File: src/skvt_pkg.sv
// Shared types, widths and codes of the sorted key/value table.
`timescale 1ns / 1ps
`default_nettype none
package skvt_pkg;

	localparam int DEPTH = 64;
	localparam int CNT_W = $clog2(DEPTH + 1);
	localparam int CMP_W = (CNT_W > 7) ? CNT_W : 7;

	typedef logic signed [31:0] word_t;

	localparam logic [1:0] REQ_INSERT = 2'd0;
	localparam logic [1:0] REQ_DELETE = 2'd1;
	localparam logic [1:0] REQ_READ   = 2'd2;

	localparam logic [2:0] ST_OK       = 3'd0;
	localparam logic [2:0] ST_DUP      = 3'd1;
	localparam logic [2:0] ST_FULL     = 3'd2;
	localparam logic [2:0] ST_NOTFOUND = 3'd3;
	localparam logic [2:0] ST_BADRANK  = 3'd4;

	// Per-cell control, broadcast from the top with a few local terms
	typedef struct packed {
		logic ins;
		logic del;
		logic occ;
		logic left_lt;
		logic del_shift;
	} cell_ctl_t;

	// Per-cell compare results
	typedef struct packed {
		logic lt;
		logic eq;
		logic match;
	} cell_stat_t;

endpackage
`default_nettype wire

File: src/skvt_cell.sv
// One table cell: holds one entry, compares it and shifts with its neighbours.
`timescale 1ns / 1ps
`default_nettype none
module skvt_cell
	import skvt_pkg::*;
(
	input  wire logic       clk,
	input  wire cell_ctl_t  ctl,
	input  wire word_t      key_new,
	input  wire word_t      value_new,
	input  wire word_t      left_key,
	input  wire word_t      left_value,
	input  wire word_t      right_key,
	input  wire word_t      right_value,
	output word_t           key_q,
	output word_t           value_q,
	output cell_stat_t      stat
);

	always_comb begin
		stat.lt    = ctl.occ && (key_q < key_new);
		stat.eq    = ctl.occ && (key_q == key_new);
		stat.match = ctl.occ && (value_q == value_new);
	end

	always_ff @(posedge clk) begin
		if (ctl.ins && !stat.lt) begin
			// first cell at or past the insert point takes the new entry, the rest move up
			if (ctl.left_lt) begin
				key_q   <= key_new;
				value_q <= value_new;
			end else begin
				key_q   <= left_key;
				value_q <= left_value;
			end
		end else if (ctl.del && ctl.del_shift) begin
			key_q   <= right_key;
			value_q <= right_value;
		end
	end

endmodule
`default_nettype wire

File: config.mk
export PLATFORM = sky130hd
export DESIGN_NAME = skvt_cell
export DESIGN_NICKNAME = d
export VERILOG_FILES = /design/src/skvt_pkg.sv /design/src/skvt_cell.sv
export SDC_FILE = /design/constraint.sdc
export NUM_CORES = 1
export LEC_CHECK = 0
export ABC_AREA = 1
export BUFFER_PORTS_ARGS = -buffer_cell sky130_fd_sc_hd__buf_2
export CORE_AREA = 2 2 116 118
export DETAILED_ROUTE_END_ITERATION = 8
export DIE_AREA = 0 0 118 120
export PLACE_DENSITY = 0.68
export SLEW_MARGIN = 20
export SYNTH_ARGS = -nofsm -noshare
export SYNTH_HDL_FRONTEND = slang
export SYNTH_SLANG_ARGS = --single-unit
export TNS_END_PERCENT = 10
File: constraint.sdc
create_clock -name clk -period 11.2 [get_ports clk]
set_input_delay 1.68 -clock clk [delete_from_list [all_inputs] [get_ports clk]]
set_output_delay 1.68 -clock clk [all_outputs]
set_load 0.02 [all_outputs]
== Yosys cells after proc, flatten, opt, wreduce, memory -nomap -nowiden ==
Cells that the tools add are included.

* Register bits: 64
* Bits in latches: 0
* Memory bits (writable): 0
* Bits in read-only memories: 0
* Input port bits: 198
* Word-level logic and storage cells: 18
* Memories: 0

* $add $sub $neg: 0
* Multiply operators: 0
* Div/mod/pow operators: 0
* Magnitude comparators: 1
* Equality and inequality tests: 2
* Shift-type cells: 0
* Multiplexer cells: 6
* Bitwise logic cells: 0
* Reductions and logical operators: 7

{| class="wikitable"
|+ Operators by type and width
! cell !! number
|-
| $mux W32 || 6
|-
| $eq A32 B32 Y1 || 2
|-
| $lt A32 B32 Y1 || 1
|-
| $logic_and A1 B1 Y1 || 5
|-
| $reduce_bool A2 Y1 || 1
|-
| $logic_not A1 Y1 || 1
|}

== Longest topological paths before layout ==
* Depth in word-level cells: 5
* Depth in mapped cells: 20
* Depth with buffers taken out: 18

== Worst setup path before layout ==
Ideal clock, no wire load.

* Path kind: input -> register
* From: in key_new[31]
* To: reg key_q[0], enable pin
* Library setup time: 0.424 ns
* Data arrival time: 4.423 ns
* Required time: 10.776 ns
* Slack: 6.353 ns
* Cell stages on the path: 12
* Buffers on the path: 2
* Cell sequence: inv_1 > ha_1 > a21oi_1 > o21a_1 > nand2_1 > a21oi_1 > nand3_1 > nand3_2 > nand2_2 > buf_12 > buf_12 > nand2_1

* Word-level cells in the longest chain between the ends: 5

{| class="wikitable"
|+ RTL lines
! what !! line !! text
|-
| start, declared || skvt_cell.sv:9 || <nowiki>input wire word_t key_new,</nowiki>
|-
| $lt A32 B32 Y1 || skvt_cell.sv:21 || <nowiki>stat.lt = ctl.occ && (key_q < key_new);</nowiki>
|-
| $logic_and A1 B1 Y1 || skvt_cell.sv:21 ||
|-
| $logic_not A1 Y1 || skvt_cell.sv:27 || <nowiki>if (ctl.ins && !stat.lt) begin</nowiki>
|-
| $logic_and A1 B1 Y1 || skvt_cell.sv:27 ||
|-
| $reduce_bool A2 Y1 (no line) || n/a ||
|-
| end signal, assigned || skvt_cell.sv:30 || <nowiki>key_q <= key_new;</nowiki>
|-
| end signal, assigned || skvt_cell.sv:33 || <nowiki>key_q <= left_key;</nowiki>
|-
| end signal, assigned || skvt_cell.sv:37 || <nowiki>key_q <= right_key;</nowiki>
|-
| end, declared || skvt_cell.sv:15 || <nowiki>output word_t key_q,</nowiki>
|}

No other way between the ends.
A chain may end at the register's enable or synchronous reset.

==> impl_metrics.toml <==
[synthesis]
seq_area_frac_synth = 0.382
synth_cell_types = 32
syn-num-nets = 856
yosysWarnings = 0
syn-instance-count = 626
netlist_area_sq_um = 5020
synth_area_per_cell_sq_um = 8.03
ys_ff_latch = 64

[clocking]
cts_tree = "built"
cts-resized-gates = 0
htree_levels = 3
clock_sinks = 64
clock_path_buffers = 2
holdBufCountCts = 0
cts-root-buf = "clkbuf_16"
cts.clk_slew.worst_paths_ns = 0.05
worstSkewPairLatency_ns = 0.33
cts_buffers = 9
post_cts_buffers = 0

[drt]
drtIter0Drc = 233
wl_met1_mm = 5.82
drc = 0
ant_nets = 0
dr.pass1.iters = 5
met2_length_mm = 7.29
wire_per_inst_microns = 14.0
viasPerCell = 4.88
via_count = 5130
top_layer_used = "met4"
routed_wl_mm = 14.7
wl_met3_mm = 1.27

[grt]
track_usage = 0.205
grt_max_degree = 112
grt_pass1_wl_mm = 23.5
grt_pass1_vias = 4920
grt_overflow = 0
antenna_found_initial = 1

[layout]
utilization = 0.513
final_net_count = 1100
fin_cells = 1051
area_growth_pct = 32.4
drive_gt1_frac = 0.403
final.fill_count = 1341
antenna_cells = 0

[setup_path]
crit_path_frequent_cell = "nand2_1"
crit_fanout = 44
reg2reg_slack_ns = 6.72
r2r_start = "key_q[31]"
path_depth = 13
required_ns = 9.52
worstPathBufferInverterCount = 5
critical_path_arrival_ns = 4.07
slowest_stage = "buf_4"
r2r_end = "value_q[6]"
end_kind = "output pin"
cp_slowest_stage_delay_ns = 0.48
r2r_cells = 11
cp_cell_sequence = "buf_2 -> inv_1 -> ha_1 -> a21oi_1 -> o21a_1 -> nand2_1 -> a21oi_1 -> nand2_1 -> nand2_1 -> nand3_2 -> buf_4 -> inv_1 -> buf_2"
crit_path_start_kind = "primary input"
cp_top_family = "buffers and inverters"
crit_type = "primary input to output pin"

[timing]
tightestPinTransition_ns = 1.03
period_needed_ns = 5.75
hold_slack_ns = 1.27
setup_viol = 0
worst_clock_skew_ns = 0.0118
fmax_mhz = 174
rsz0062_at_grt = "false"
relSlewSlack = 0.314
hold_viol_final = 0
setup_slack_ns = 5.45
finalMaxSlewViolations = 0
period_share = 0.513
tns_ns = 0

[pwr]
p_leak_nw = 3.48
p_per_area_nw_per_um2 = 142
ir_worst_vdd_v = 0.0000775

[placement]
hpwl_mm = 11.0
place_congestion = 0.794
post-place-cells = 1035
dp_slack_ns = 5.21
portBuffers = 264

[min_path]
holdCritStartpoint = "key_q[31]"
hold_depth = 5
min_to = "value_q[26]"
holdCritPathClass = "flip-flop to flip-flop"

[die]
start_util = 0.387
pin_count = 265
core-area_sq_um = 13000
die_y_microns = 120
die_width_microns = 118
num_rows = 42
die-area_sq_um = 14200

[run_status]
outcome = "finished, final reports clean"

[job]
drv_cap = 0
==> power by group <==
part | total, mW | leakage, nW | internal (mW) | switching, mW
clock network | 0.293 | 0.148 | 0.194 | 0.0988
registers | 0.341 | 0.635 | 0.317 | 0.0239
logic | 0.311 | 2.70 | 0.116 | 0.195
total | 0.944 | 3.48 | 0.627 | 0.318
==> sequential cells by signal, indices dropped and copies added, names as in the netlist <==
signal and cells:
key_q 32, value_q 32
==> worst min-delay path, stage by stage (launching register included) <==
cell and delay, ns:
edfxtp_1 0.34, ha_1 0.22, nand2_1 0.09, nand3_2 0.34, nand3_1 0.12, nand2_1 0.06
==> area by class of cell <==
cell class              count  area (sq um)  share of cell area
repair buffers            266          1340               0.202
flip-flops and latches     64          1920               0.289
well taps                 176           220              0.0331
clock buffers              12           236              0.0355
multi-input cells         470          2640               0.397
clock inverters             4          68.8              0.0103
inverters                  59           221              0.0333
==> how the worst max path moves through the flow <==
stage	from	to
2_1_floorplan	key_new[31]	key_q[0]
3_3_place_gp	key_new[31]	key_q[6]
3_5_place_dp	key_new[31]	key_q[6]
4_1_cts	key_new[31]	stat[2]
5_1_grt	key_new[31]	stat[2]
6_report	key_new[31]	stat[2]
==> synth_stat cells, drive strengths merged <==
cell type  instances  area [sq um]
inv               59           221
a22o               4          35.0
buf               19           198
a21oi             62           310
clkbuf            14          52.6
a21o               1          7.51
o22ai              5          31.3
nor4               3          18.8
and3               1          6.26
a221oi             2          17.5
nor4b              1          8.76
xor2               5          43.8
mux2              17           191
xnor2              6          52.6
nor3               3          20.0
ha                32           400
edfxtp            64          1920
nand4              3          18.8
nor2              58           220
or2                4          25.0
nand3             70           355
o21ai              9          45.0
o21a               2          15.0
nand2            182           808
==> stage by stage <==
step	instance area [sq um]	power, mW
2_1_floorplan	5020	0.558
3_3_place_gp	6350	0.655
3_5_place_dp	6350	0.658
4_1_cts	6650	0.954
5_1_grt	6660	1.00
6_report	6660	0.944
==> cell usage in the layout, fill, tap and decap left out, types with 2 or more instances in the layout <==
| cell type | count |
|---|---|
| buf_2 | 263 |
| nand2_1 | 131 |
| nand3_1 | 69 |
| edfxtp_1 | 64 |
| a21oi_1 | 62 |
| inv_1 | 59 |
| nor2_1 | 57 |
| nand2_2 | 49 |
| ha_1 | 32 |
| mux2_2 | 17 |
| o21ai_0 | 9 |
| clkbuf_16 | 9 |
| xnor2_1 | 6 |
| xor2_1 | 5 |
| o22ai_1 | 5 |
| or2_2 | 4 |
| a22o_1 | 4 |
| nand4_1 | 3 |
| nor4_1 | 3 |
| clkbuf_1 | 3 |
| o21a_1 | 2 |
| nand2_4 | 2 |
| nor3_1 | 2 |
| a221oi_1 | 2 |
| bufinv_16 | 2 |
| buf_4 | 2 |
==> metal layers <==
metal / global-route usage / up-vias
met5: 0 / -
met4: 0.0753 / 0
met3: 0.0518 / 22
met2: 0.370 / 223
met1: 0.234 / 2299
li1: - / 2586
==> cells by family (layout without fill, tap and decap cells) <==
kind of cell	Yosys count	after routing	share of synthesized area
xor gates and xnor gates	11	11	0.0192
adders and majority gates	32	32	0.0797
and+or+nand+nor	325	325	0.295
buffers and inverters	92	341	0.0939
AOI/OAI and AO/OA	85	85	0.0919
muxes	17	17	0.0381
DFF	64	64	0.382
(Power assumes the default switching activity.)
